File: src/rtl/pptd_pkg.sv
`timescale 1ns / 1ps
package pptd_pkg;

  // default configuration
  localparam int TASK_SLOTS_DEF     = 16;
  localparam int PRIORITY_FIRST_DEF = 0;
  localparam int PRIORITY_FINAL_DEF = 3;

  // at most this many dispatch beats per tick
  localparam int RESULT_LIMIT = 16;
  localparam int FIRE_CNT_W   = $clog2(RESULT_LIMIT + 1);

  // item kinds
  localparam logic [1:0] KIND_REGISTER   = 2'd0;
  localparam logic [1:0] KIND_SET_ENABLE = 2'd1;
  localparam logic [1:0] KIND_TICK       = 2'd2;

  // register word indexes
  localparam logic REG_SCHED_ON = 1'b0;

  // per-slot static settings, written once at registration
  typedef struct packed {
    logic [7:0]  prio;
    logic [31:0] interval;
  } task_cfg_t;

  // write request into the task store
  typedef struct packed {
    logic        cfg_we;
    logic        run_we;
    task_cfg_t   cfg;
    logic [31:0] last_run;
  } task_wr_t;

endpackage

File: src/rtl/periodic_priority_task_dispatcher.sv
// register, set-enable, unknown and idle-tick items pass through the response state to the output register
// tick: scans every registered slot at each level from first to final, one slot read per cycle
//   from the task store unless a fired slot waits on a stalled output; stops at RESULT_LIMIT fires
// throughput: one item at a time, next item accepted once the last beat is registered
// reset: rst_ni async active low, clears task count, enable bits and handshake state;
//   scheduler_on resets to 1, task memories are not cleared (slots are written before use)
`timescale 1ns / 1ps
module periodic_priority_task_dispatcher #(
  parameter int TASK_SLOTS     = pptd_pkg::TASK_SLOTS_DEF,
  parameter int PRIORITY_FIRST = pptd_pkg::PRIORITY_FIRST_DEF,
  parameter int PRIORITY_FINAL = pptd_pkg::PRIORITY_FINAL_DEF
) (
  input  logic        clk_i,
  input  logic        rst_ni,
  // configuration port
  input  logic        psel,
  input  logic        penable,
  input  logic        pwrite,
  input  logic [2:0]  paddr,
  input  logic [31:0] pwdata,
  output logic [31:0] prdata,
  output logic        pready,
  // item channel
  input  logic        in_valid_i,
  output logic        in_stall_o,
  input  logic [1:0]  kind_i,
  input  logic [31:0] now_time_i,
  input  logic [31:0] interval_i,
  input  logic [7:0]  priority_req_i,
  input  logic [7:0]  task_index_i,
  input  logic        enable_value_i,
  // result channel
  output logic        out_valid_o,
  input  logic        out_stall_i,
  output logic        accepted_o,
  output logic        fired_o,
  output logic [3:0]  task_slot_o,
  output logic [4:0]  task_total_o,
  output logic        last_o
);
  import pptd_pkg::*;

  localparam int SLOT_W = (TASK_SLOTS > 1) ? $clog2(TASK_SLOTS) : 1;

  // scheduler enable register, word 0
  logic sched_on_q, sched_on_d;
  logic cfg_wr;
  logic reg_hit;

  // store traffic between the sequencer and the memories
  logic [SLOT_W-1:0] wr_addr;
  task_wr_t          wr;
  logic [SLOT_W-1:0] rd_addr;
  task_cfg_t         rd_cfg;
  logic [31:0]       rd_last_run;

  // word index is paddr[2]; the port never waits
  assign pready  = 1'b1;
  assign reg_hit = (paddr[2] == REG_SCHED_ON);
  assign cfg_wr  = psel && penable && pwrite && pready;

  always_comb begin
    sched_on_d = sched_on_q;
    if (cfg_wr && reg_hit) begin
      sched_on_d = pwdata[0];
    end
  end

  always_ff @(posedge clk_i or negedge rst_ni) begin
    if (!rst_ni) begin
      sched_on_q <= 1'b1;
    end else begin
      sched_on_q <= sched_on_d;
    end
  end

  // read back, unmapped word reads as zero
  assign prdata = reg_hit ? {31'd0, sched_on_q} : 32'd0;

  // per-slot interval, priority and last-run time, one read port
  pptd_task_store #(
    .TASK_SLOTS (TASK_SLOTS),
    .SLOT_W     (SLOT_W)
  ) u_store (
    .clk_i         (clk_i),
    .wr_addr_i     (wr_addr),
    .wr_i          (wr),
    .rd_addr_i     (rd_addr),
    .rd_cfg_o      (rd_cfg),
    .rd_last_run_o (rd_last_run)
  );

  // item sequencer: table updates, tick scan over levels and slots, output beats
  pptd_dispatch #(
    .TASK_SLOTS     (TASK_SLOTS),
    .PRIORITY_FIRST (PRIORITY_FIRST),
    .PRIORITY_FINAL (PRIORITY_FINAL),
    .SLOT_W         (SLOT_W)
  ) u_dispatch (
    .clk_i          (clk_i),
    .rst_ni         (rst_ni),
    .sched_on_i     (sched_on_q),
    .in_valid_i     (in_valid_i),
    .in_stall_o     (in_stall_o),
    .kind_i         (kind_i),
    .now_time_i     (now_time_i),
    .interval_i     (interval_i),
    .priority_req_i (priority_req_i),
    .task_index_i   (task_index_i),
    .enable_value_i (enable_value_i),
    .out_valid_o    (out_valid_o),
    .out_stall_i    (out_stall_i),
    .accepted_o     (accepted_o),
    .fired_o        (fired_o),
    .task_slot_o    (task_slot_o),
    .task_total_o   (task_total_o),
    .last_o         (last_o),
    .wr_addr_o      (wr_addr),
    .wr_o           (wr),
    .rd_addr_o      (rd_addr),
    .rd_cfg_i       (rd_cfg),
    .rd_last_run_i  (rd_last_run)
  );

endmodule

File: src/rtl/pptd_task_store.sv
`timescale 1ns / 1ps
module pptd_task_store #(
  parameter int TASK_SLOTS = pptd_pkg::TASK_SLOTS_DEF,
  parameter int SLOT_W     = (TASK_SLOTS > 1) ? $clog2(TASK_SLOTS) : 1
) (
  input  logic                 clk_i,
  input  logic [SLOT_W-1:0]    wr_addr_i,
  input  pptd_pkg::task_wr_t   wr_i,
  input  logic [SLOT_W-1:0]    rd_addr_i,
  output pptd_pkg::task_cfg_t  rd_cfg_o,
  output logic [31:0]          rd_last_run_o
);
  import pptd_pkg::*;

  // interval and priority share one word, last-run time has its own memory
  task_cfg_t   cfg_mem [TASK_SLOTS];
  logic [31:0] run_mem [TASK_SLOTS];

  task_cfg_t   rd_cfg_q;
  logic [31:0] rd_run_q;

  always_ff @(posedge clk_i) begin
    if (wr_i.cfg_we) begin
      cfg_mem[wr_addr_i] <= wr_i.cfg;
    end
    rd_cfg_q <= cfg_mem[rd_addr_i];
  end

  always_ff @(posedge clk_i) begin
    if (wr_i.run_we) begin
      run_mem[wr_addr_i] <= wr_i.last_run;
    end
    rd_run_q <= run_mem[rd_addr_i];
  end

  assign rd_cfg_o      = rd_cfg_q;
  assign rd_last_run_o = rd_run_q;

endmodule

File: src/rtl/pptd_dispatch.sv
`timescale 1ns / 1ps
module pptd_dispatch #(
  parameter int TASK_SLOTS     = pptd_pkg::TASK_SLOTS_DEF,
  parameter int PRIORITY_FIRST = pptd_pkg::PRIORITY_FIRST_DEF,
  parameter int PRIORITY_FINAL = pptd_pkg::PRIORITY_FINAL_DEF,
  parameter int SLOT_W         = (TASK_SLOTS > 1) ? $clog2(TASK_SLOTS) : 1
) (
  input  logic                 clk_i,
  input  logic                 rst_ni,
  input  logic                 sched_on_i,
  // item channel
  input  logic                 in_valid_i,
  output logic                 in_stall_o,
  input  logic [1:0]           kind_i,
  input  logic [31:0]          now_time_i,
  input  logic [31:0]          interval_i,
  input  logic [7:0]           priority_req_i,
  input  logic [7:0]           task_index_i,
  input  logic                 enable_value_i,
  // result channel
  output logic                 out_valid_o,
  input  logic                 out_stall_i,
  output logic                 accepted_o,
  output logic                 fired_o,
  output logic [3:0]           task_slot_o,
  output logic [4:0]           task_total_o,
  output logic                 last_o,
  // task store
  output logic [SLOT_W-1:0]    wr_addr_o,
  output pptd_pkg::task_wr_t   wr_o,
  output logic [SLOT_W-1:0]    rd_addr_o,
  input  pptd_pkg::task_cfg_t  rd_cfg_i,
  input  logic [31:0]          rd_last_run_i
);
  import pptd_pkg::*;

  localparam int         CNT_W   = $clog2(TASK_SLOTS + 1);
  localparam logic [7:0] LVL_FIRST = 8'(PRIORITY_FIRST);
  localparam logic [7:0] LVL_FINAL = 8'(PRIORITY_FINAL);
  localparam logic       LVL_OK    = (PRIORITY_FIRST <= PRIORITY_FINAL);

  typedef enum logic [1:0] {
    ST_IDLE,
    ST_RESP,
    ST_SCAN
  } state_e;

  state_e                  state_q, state_d;
  logic [CNT_W-1:0]        used_q, used_d;
  logic [TASK_SLOTS-1:0]   en_q, en_d;
  logic [31:0]             now_q, now_d;
  // issue stage: slot whose read is launched
  logic                    iss_v_q, iss_v_d;
  logic [7:0]              iss_lvl_q, iss_lvl_d;
  logic [SLOT_W-1:0]       iss_slot_q, iss_slot_d;
  // evaluate stage: slot whose read data is present
  logic                    ev_v_q, ev_v_d;
  logic [7:0]              ev_lvl_q, ev_lvl_d;
  logic [SLOT_W-1:0]       ev_slot_q, ev_slot_d;
  // most recent fired slot, held until we know whether it is the final one
  logic                    pend_v_q, pend_v_d;
  logic [SLOT_W-1:0]       pend_slot_q, pend_slot_d;
  logic [FIRE_CNT_W-1:0]   fire_cnt_q, fire_cnt_d;
  // response held between accept and push for single-beat items
  logic                    resp_acc_q, resp_acc_d;
  logic [3:0]              resp_slot_q, resp_slot_d;
  // output register
  logic                    out_v_q, out_v_d;
  logic                    out_acc_q, out_acc_d;
  logic                    out_fire_q, out_fire_d;
  logic [3:0]              out_slot_q, out_slot_d;
  logic [4:0]              out_total_q, out_total_d;
  logic                    out_last_q, out_last_d;

  logic                    out_free;
  logic                    accept;
  logic [31:0]             elapsed;
  logic                    fire;
  logic                    hold;
  logic                    iss_last_slot;

  assign out_free      = !out_v_q || !out_stall_i;
  assign accept        = in_valid_i && (state_q == ST_IDLE);
  assign elapsed       = now_q - rd_last_run_i;
  assign fire          = (state_q == ST_SCAN) && ev_v_q && en_q[ev_slot_q] &&
                         (rd_cfg_i.prio == ev_lvl_q) && (elapsed >= rd_cfg_i.interval) &&
                         (fire_cnt_q < FIRE_CNT_W'(RESULT_LIMIT));
  assign hold          = fire && pend_v_q && !out_free;
  assign iss_last_slot = (iss_slot_q == SLOT_W'(used_q - CNT_W'(1)));

  always_comb begin
    state_d     = state_q;
    used_d      = used_q;
    en_d        = en_q;
    now_d       = now_q;
    iss_v_d     = iss_v_q;
    iss_lvl_d   = iss_lvl_q;
    iss_slot_d  = iss_slot_q;
    ev_v_d      = ev_v_q;
    ev_lvl_d    = ev_lvl_q;
    ev_slot_d   = ev_slot_q;
    pend_v_d    = pend_v_q;
    pend_slot_d = pend_slot_q;
    fire_cnt_d  = fire_cnt_q;
    resp_acc_d  = resp_acc_q;
    resp_slot_d = resp_slot_q;
    out_v_d     = out_v_q && out_stall_i;
    out_acc_d   = out_acc_q;
    out_fire_d  = out_fire_q;
    out_slot_d  = out_slot_q;
    out_total_d = out_total_q;
    out_last_d  = out_last_q;
    wr_addr_o   = ev_slot_q;
    wr_o        = '0;
    rd_addr_o   = iss_slot_q;

    unique case (state_q)
      ST_IDLE: begin
        if (accept) begin
          resp_acc_d  = 1'b0;
          resp_slot_d = '0;
          state_d     = ST_RESP;
          unique case (kind_i)
            KIND_REGISTER: begin
              if (used_q != CNT_W'(TASK_SLOTS)) begin
                wr_addr_o           = used_q[SLOT_W-1:0];
                wr_o.cfg_we         = 1'b1;
                wr_o.run_we         = 1'b1;
                wr_o.cfg.prio       = priority_req_i;
                wr_o.cfg.interval   = interval_i;
                wr_o.last_run       = now_time_i;
                en_d[used_q[SLOT_W-1:0]] = 1'b1;
                used_d              = used_q + CNT_W'(1);
                resp_acc_d          = 1'b1;
                resp_slot_d         = 4'(used_q);
              end
            end
            KIND_SET_ENABLE: begin
              if ({1'b0, task_index_i} < 9'(used_q)) begin
                en_d[task_index_i[SLOT_W-1:0]] = enable_value_i;
                resp_acc_d = 1'b1;
              end
            end
            KIND_TICK: begin
              if (sched_on_i) begin
                state_d    = ST_SCAN;
                now_d      = now_time_i;
                iss_v_d    = (used_q != '0) && LVL_OK;
                iss_lvl_d  = LVL_FIRST;
                iss_slot_d = '0;
                ev_v_d     = 1'b0;
                pend_v_d   = 1'b0;
                fire_cnt_d = '0;
              end
            end
            default: begin
              // unknown kind: plain refusal beat
            end
          endcase
        end
      end

      ST_RESP: begin
        if (out_free) begin
          out_v_d     = 1'b1;
          out_acc_d   = resp_acc_q;
          out_fire_d  = 1'b0;
          out_slot_d  = resp_slot_q;
          out_total_d = 5'(used_q);
          out_last_d  = 1'b1;
          state_d     = ST_IDLE;
        end
      end

      ST_SCAN: begin
        if (hold) begin
          // re-read the evaluated slot so its data is still there next cycle
          rd_addr_o = ev_slot_q;
        end else if (!iss_v_q && !ev_v_q) begin
          // scan finished: release the held slot, if any, as the final beat
          if (out_free) begin
            out_v_d     = 1'b1;
            out_acc_d   = 1'b0;
            out_fire_d  = pend_v_q;
            out_slot_d  = pend_v_q ? 4'(pend_slot_q) : 4'd0;
            out_total_d = 5'(used_q);
            out_last_d  = 1'b1;
            pend_v_d    = 1'b0;
            state_d     = ST_IDLE;
          end
        end else begin
          if (fire) begin
            if (pend_v_q) begin
              out_v_d     = 1'b1;
              out_acc_d   = 1'b0;
              out_fire_d  = 1'b1;
              out_slot_d  = 4'(pend_slot_q);
              out_total_d = 5'(used_q);
              out_last_d  = 1'b0;
            end
            pend_v_d      = 1'b1;
            pend_slot_d   = ev_slot_q;
            fire_cnt_d    = fire_cnt_q + FIRE_CNT_W'(1);
            wr_addr_o     = ev_slot_q;
            wr_o.run_we   = 1'b1;
            wr_o.last_run = now_q;
          end
          ev_v_d    = iss_v_q;
          ev_lvl_d  = iss_lvl_q;
          ev_slot_d = iss_slot_q;
          if (iss_v_q) begin
            if (iss_last_slot) begin
              iss_slot_d = '0;
              if (iss_lvl_q == LVL_FINAL) begin
                iss_v_d = 1'b0;
              end else begin
                iss_lvl_d = iss_lvl_q + 8'd1;
              end
            end else begin
              iss_slot_d = iss_slot_q + SLOT_W'(1);
            end
          end
          if (fire_cnt_d == FIRE_CNT_W'(RESULT_LIMIT)) begin
            iss_v_d = 1'b0;
          end
        end
      end

      default: begin
        state_d = ST_IDLE;
      end
    endcase
  end

  always_ff @(posedge clk_i or negedge rst_ni) begin
    if (!rst_ni) begin
      state_q    <= ST_IDLE;
      used_q     <= '0;
      en_q       <= '0;
      iss_v_q    <= 1'b0;
      ev_v_q     <= 1'b0;
      pend_v_q   <= 1'b0;
      fire_cnt_q <= '0;
      out_v_q    <= 1'b0;
    end else begin
      state_q    <= state_d;
      used_q     <= used_d;
      en_q       <= en_d;
      iss_v_q    <= iss_v_d;
      ev_v_q     <= ev_v_d;
      pend_v_q   <= pend_v_d;
      fire_cnt_q <= fire_cnt_d;
      out_v_q    <= out_v_d;
    end
  end

  always_ff @(posedge clk_i) begin
    now_q       <= now_d;
    iss_lvl_q   <= iss_lvl_d;
    iss_slot_q  <= iss_slot_d;
    ev_lvl_q    <= ev_lvl_d;
    ev_slot_q   <= ev_slot_d;
    pend_slot_q <= pend_slot_d;
    resp_acc_q  <= resp_acc_d;
    resp_slot_q <= resp_slot_d;
    out_acc_q   <= out_acc_d;
    out_fire_q  <= out_fire_d;
    out_slot_q  <= out_slot_d;
    out_total_q <= out_total_d;
    out_last_q  <= out_last_d;
  end

  assign in_stall_o   = (state_q != ST_IDLE);
  assign out_valid_o  = out_v_q;
  assign accepted_o   = out_acc_q;
  assign fired_o      = out_fire_q;
  assign task_slot_o  = out_slot_q;
  assign task_total_o = out_total_q;
  assign last_o       = out_last_q;

  a_used_bound: assert property (@(posedge clk_i) disable iff (!rst_ni)
    used_q <= CNT_W'(TASK_SLOTS))
    else $error("task count above table size");

  a_fire_bound: assert property (@(posedge clk_i) disable iff (!rst_ni)
    fire_cnt_q <= FIRE_CNT_W'(RESULT_LIMIT))
    else $error("too many dispatches in one tick");

  a_idle_clean: assert property (@(posedge clk_i) disable iff (!rst_ni)
    (state_q == ST_IDLE) |-> (!iss_v_q && !ev_v_q && !pend_v_q))
    else $error("scan state left over in idle");

  a_fire_held: assert property (@(posedge clk_i) disable iff (!rst_ni)
    (fire && !hold) |=> (pend_v_q && (pend_slot_q == $past(ev_slot_q))))
    else $error("fired slot not captured");

  a_hold_no_write: assert property (@(posedge clk_i) disable iff (!rst_ni)
    hold |-> !wr_o.run_we)
    else $error("last-run written during a stall");

endmodule
File: config.mk
export PLATFORM = sky130hd
export DESIGN_NAME = periodic_priority_task_dispatcher
export DESIGN_NICKNAME = d
export VERILOG_FILES = /design/src/rtl/pptd_pkg.sv /design/src/rtl/periodic_priority_task_dispatcher.sv /design/src/rtl/pptd_task_store.sv /design/src/rtl/pptd_dispatch.sv
export SDC_FILE = /design/constraint.sdc
export NUM_CORES = 2
export LEC_CHECK = 0
export ABC_AREA = 0
export BUFFER_PORTS_ARGS = -buffer_cell sky130_fd_sc_hd__buf_2
export CORE_ASPECT_RATIO = 1.4
export CORE_UTILIZATION = 55
export DETAILED_ROUTE_END_ITERATION = 12
export PLACE_DENSITY = 0.72
export SLEW_MARGIN = 5
export SYNTH_ARGS = -nofsm -noshare
export SYNTH_HDL_FRONTEND = slang
export SYNTH_SLANG_ARGS = --single-unit
File: constraint.sdc
create_clock -name clk_i -period 9.67 [get_ports clk_i]
set_input_delay 0.4835 -clock clk_i [delete_from_list [all_inputs] [get_ports clk_i]]
set_output_delay 0.4835 -clock clk_i [all_outputs]
set_load 0.02 [all_outputs]
==> impl_summary.md <==
Status
The run finished with clean final reports.

Place
The port buffer count is 106. Routability-driven placement finished with a final weighted congestion of 0.8968. The placement-stage cell area is 55,910 µm². Summed over all nets, the half-perimeter wirelength after detailed placement is 73,010 µm.

Layout
The combined area of the multi-input logic cells is 13,570 µm². From synthesis to final layout, the design area changed by 12.16%. Leaving out fill and tap cells, the most frequent cell in the layout is sky130_fd_sc_hd__edfxtp_1. The footprint of the flip-flops and latches is 39,170 µm². The top cell types in the final layout, fill and taps aside, are 1,229 x sky130_fd_sc_hd__edfxtp_1, 579 x sky130_fd_sc_hd__mux2i_1, 288 x sky130_fd_sc_hd__o22ai_1. After the last flow step, the layout net total stands at 3,631. The share of layout cells above drive strength 1 is 12.20%. Fill cells in the final layout number 6,825. The final design instance area without fill is 60,270 µm².

Floorplan
The die span in x is 266.2 µm. The floorplan has 135 rows. The area of the core is 96,790 µm². The count of pins on the block boundary is 172. The die covers 98,980 µm². The initial core utilization is 55.52%. The die is 371.9 µm tall.

Pwr
Cell internal power was estimated by the tool at 9776 µW. The switching component of the power is 3164 µW. Power spread over the standard cell area amounts to 214.7 nW/µm². Sequential cells burn 51.6% of the power.

The leakage power of the design is 0.02216 µW. The largest vdd supply drop is 0.2014 mV. Net switching is 24.45% of the power. The relative contribution of the clock network to total power is 37.1%. Of the total power, combinational logic draws 11.4%.

Clocking
TritonCTS built the clock tree. At the later pin of the worst-skew pair, clock insertion delay measures 740 ps. CTS saw 1,334 sinks. No sink is reached through more buffers than the 3 on the longest clock path. The post-CTS setup repair buffer count is 0. CTS placed an instance of sky130_fd_sc_hd__clkbuf_16 at the clock tree root. Counting the buffers created by CTS gives 118.

CTS built an H-tree with a depth of 3. Clock-pin slew was measured on the worst setup and hold paths at 70 ps.

Drt
After detailed routing, the average wire length per cell comes to 27.53 µm. For this run, design rule violations remaining after detail routing come to 0. The iteration-0 DRC count of the detailed router is 3,296. The first-pass detailed-route iteration total is 5.

The remaining antenna violation count is 0. Using the TritonRoute via totals, the vias-per-cell ratio works out to 6.273. The final routed wirelength across all metal layers is 133,200 µm.

For this block, the via count after detailed routing is 30,344.

GRT
The number of global-route vias before repair is 30,116. Across every metal layer, demand over resource in global routing totals 26.76%. The maximum number of pins on one net before global-route repair is 125. Summed over all layers, the global routing overflow is 0. The first-pass GRT wire length is 192,300 µm. The initial antenna violation count came to 4.

Critical path
The slowest library cell on the worst path is sky130_fd_sc_hd__a211oi_4. The longest individual stage delay on the worst path is 960 ps. STA classifies the critical path endpoint as a flop. The top fanout value on the critical path is 39. The worst setup path is launched from a flop. The type of the setup path with the least slack is reg2reg. The critical path data required time is 10,250 ps. The arrival time reported for the critical path endpoint is 8750 ps.

Timing
Setup repair after global routing left no endpoint under its margin. The number of hold violations in the final report was 0. The relative max-transition margin is 18.12%.

Setup violations remaining at the end of the flow were counted as 0. The actual slew at the worst max-slew pin is 1225 ps. The worst path uses 84.49% of the clock period. The peak clock frequency supported by timing is 122.4 MHz. The max-slew violation total from the final report is 0. Adding up every negative setup slack in the final design gives 0 ps. The post-route minimum period is 8170 ps.

The clock skew is 37.23 ps.

Logic synthesis
In this run, synthesis inferred 1,229 flip-flops with an integrated enable. The fraction of registers with async set/reset is 2.474%. The most frequently used flop master after synthesis is sky130_fd_sc_hd__edfxtp_1. The count of state elements after synthesis is 1,334. The share of the yosys chip area belonging to registers is 72.90%.

The cell count after synthesis came out at 3,265. The per-instance average area after synthesis is 16.46 µm². The distinct cell type count after synthesis is 74. The area of the mapped netlist is 53,740 µm². The Yosys step of the flow raised 0 warnings.

Job
The max-cap violation count is 0.

Hold path
The type of the worst min-delay path is in2reg.
## synthesized netlist by cell type, types with 5 or more instances
cell type | count | area share, %
sky130_fd_sc_hd__xor2_1 | 23 | 0.37
sky130_fd_sc_hd__mux2i_1 | 580 | 11
sky130_fd_sc_hd__o31ai_1 | 7 | 0.098
sky130_fd_sc_hd__inv_1 | 81 | 0.57
sky130_fd_sc_hd__nor2b_1 | 11 | 0.13
sky130_fd_sc_hd__nand4_1 | 14 | 0.16
sky130_fd_sc_hd__o21a_1 | 25 | 0.35
sky130_fd_sc_hd__o221ai_1 | 15 | 0.24
sky130_fd_sc_hd__xnor2_1 | 27 | 0.44
sky130_fd_sc_hd__nor3_1 | 22 | 0.20
sky130_fd_sc_hd__a211oi_1 | 8 | 0.11
sky130_fd_sc_hd__buf_1 | 11 | 0.077
sky130_fd_sc_hd__buf_4 | 49 | 0.68
sky130_fd_sc_hd__a31oi_4 | 6 | 0.24
sky130_fd_sc_hd__edfxtp_1 | 1229 | 69
sky130_fd_sc_hd__nand3_1 | 34 | 0.32
sky130_fd_sc_hd__and3_1 | 47 | 0.55
sky130_fd_sc_hd__dfxtp_1 | 72 | 2.7
sky130_fd_sc_hd__clkbuf_1 | 74 | 0.52
sky130_fd_sc_hd__a21oi_1 | 71 | 0.66
sky130_fd_sc_hd__and2_1 | 9 | 0.10
sky130_fd_sc_hd__nand2_1 | 61 | 0.43
sky130_fd_sc_hd__o22ai_1 | 288 | 3.4
sky130_fd_sc_hd__ha_1 | 77 | 1.8
sky130_fd_sc_hd__dfrtp_1 | 32 | 1.5
sky130_fd_sc_hd__a22o_1 | 40 | 0.65
sky130_fd_sc_hd__a21o_1 | 11 | 0.15
sky130_fd_sc_hd__mux2_2 | 7 | 0.15
sky130_fd_sc_hd__nand2b_1 | 9 | 0.10
sky130_fd_sc_hd__nor2_1 | 92 | 0.64
sky130_fd_sc_hd__a21boi_0 | 5 | 0.070
sky130_fd_sc_hd__or4_1 | 72 | 1.0
sky130_fd_sc_hd__o21ai_0 | 28 | 0.26
sky130_fd_sc_hd__buf_2 | 45 | 0.42
sky130_fd_sc_hd__a31oi_1 | 5 | 0.058
sky130_fd_sc_hd__buf_6 | 16 | 0.34
## worst paths after layout
path | end | cells after the start | from | slack (ps)
worst max-delay path | u_store.rd_cfg_o[31] | 25 | u_dispatch.now_q[0] | 1500
worst min-delay path | u_dispatch.now_q[26] | 1 | now_time_i[26] | 40
worst max register to register | u_store.rd_cfg_o[31] | 25 | u_dispatch.now_q[0] | 1500
worst min register to register | u_dispatch.en_q[8] | 1 | u_dispatch.en_q[8] | 520
max in group asynchronous | u_dispatch.used_q[1] | 2 | rst_ni | 8730
min in group asynchronous | u_dispatch.pend_v_q | 2 | rst_ni | 410
## worst max-delay path: cells and delay by family (launching register included)
kind,cells,cell delay [ps]
xor gates and xnor gates,1,190
DFF,1,390
adders and majority gates,3,890
buffers and inverters,4,870
AOI/OAI and AO/OA,13,4750
and+or+nand+nor,4,870
## routing by layer
layer | track usage [%] | up-vias | routed length, µm
met1 | 33.92 | 15337 | 50450
met5 | 0 | - | 13
met2 | 46.50 | 1512 | 67380
met4 | 11.27 | 2 | 5018
li1 | - | 13201 | -
met3 | 3.336 | 292 | 10310
## final cells by class
type	count	share of cell area, %
clock buffers	169	5.607
flip-flops and latches	1334	64.99
clock inverters	55	1.063
diodes	4	0.01661
inverters	82	0.5107
repair buffers	208	2.599
multi-input cells	1684	22.51
well taps	1301	2.701
## flip-flops by register name, indices dropped and copies added (netlist names), 5 cells and up
signal and flops:
u_dispatch.ev_lvl_q 8, u_dispatch.fire_cnt_q 5, u_store.rd_cfg_o 40, u_dispatch.used_q 5, u_dispatch.task_total_o 5, u_store.cfg_mem 640
u_dispatch.now_q 32, u_dispatch.en_q 16, u_store.run_mem 512, u_dispatch.iss_lvl_q 8, u_store.rd_last_run_o 32
## kinds of logic (layout without fill, tap and decap cells)
group                      count (synthesis)  count (layout)  synth area share (%)
and+or+nand+nor                          395             395                 3.972
muxes                                    591             591                 11.12
buffers and inverters                    277             514                 2.605
adders and majority gates                 78              78                 1.830
DFF                                     1334            1334                 72.90
AOI/OAI and AO/OA                        538             538                 6.750
other                                      2              36               0.01397
xor gates and xnor gates                  50              50                0.8149
## power groups by stage
stage / logic, µW / clock network [µW] / registers, µW
final: 1470 / 4800 / 6670
after detailed placement: 1430 / 0 / 6790
after global placement: 1390 / 0 / 6780
after CTS: 1450 / 4840 / 6670
after global routing: 1580 / 5060 / 6680
after floorplan: 963 / 0 / 6740
## repair_timing
| item | CTS | global route |
|---|---|---|
| resized for setup | 0 | 0 |
| hold buffers | 33 | 0 |
| endpoints found under the hold margin | 64 | 0 |
## through the flow
stage | hold slack, ps | total power (µW) | worst slack (ps) | std cells | utilization [%]
after floorplan | 187.9 | 7705 | 2909 | 3295 | -
after global placement | 491.7 | 8176 | 1854 | 4576 | 57.76
after detailed placement | 510.7 | 8225 | 1735 | 4576 | 57.76
after CTS | 9.927 | 12960 | 1671 | 4833 | 62.26
after global routing | 14.60 | 13320 | 1296 | 4833 | 62.26
final | 35.74 | 12940 | 1500 | 4837 | 62.28
(Power assumes the default switching activity.)
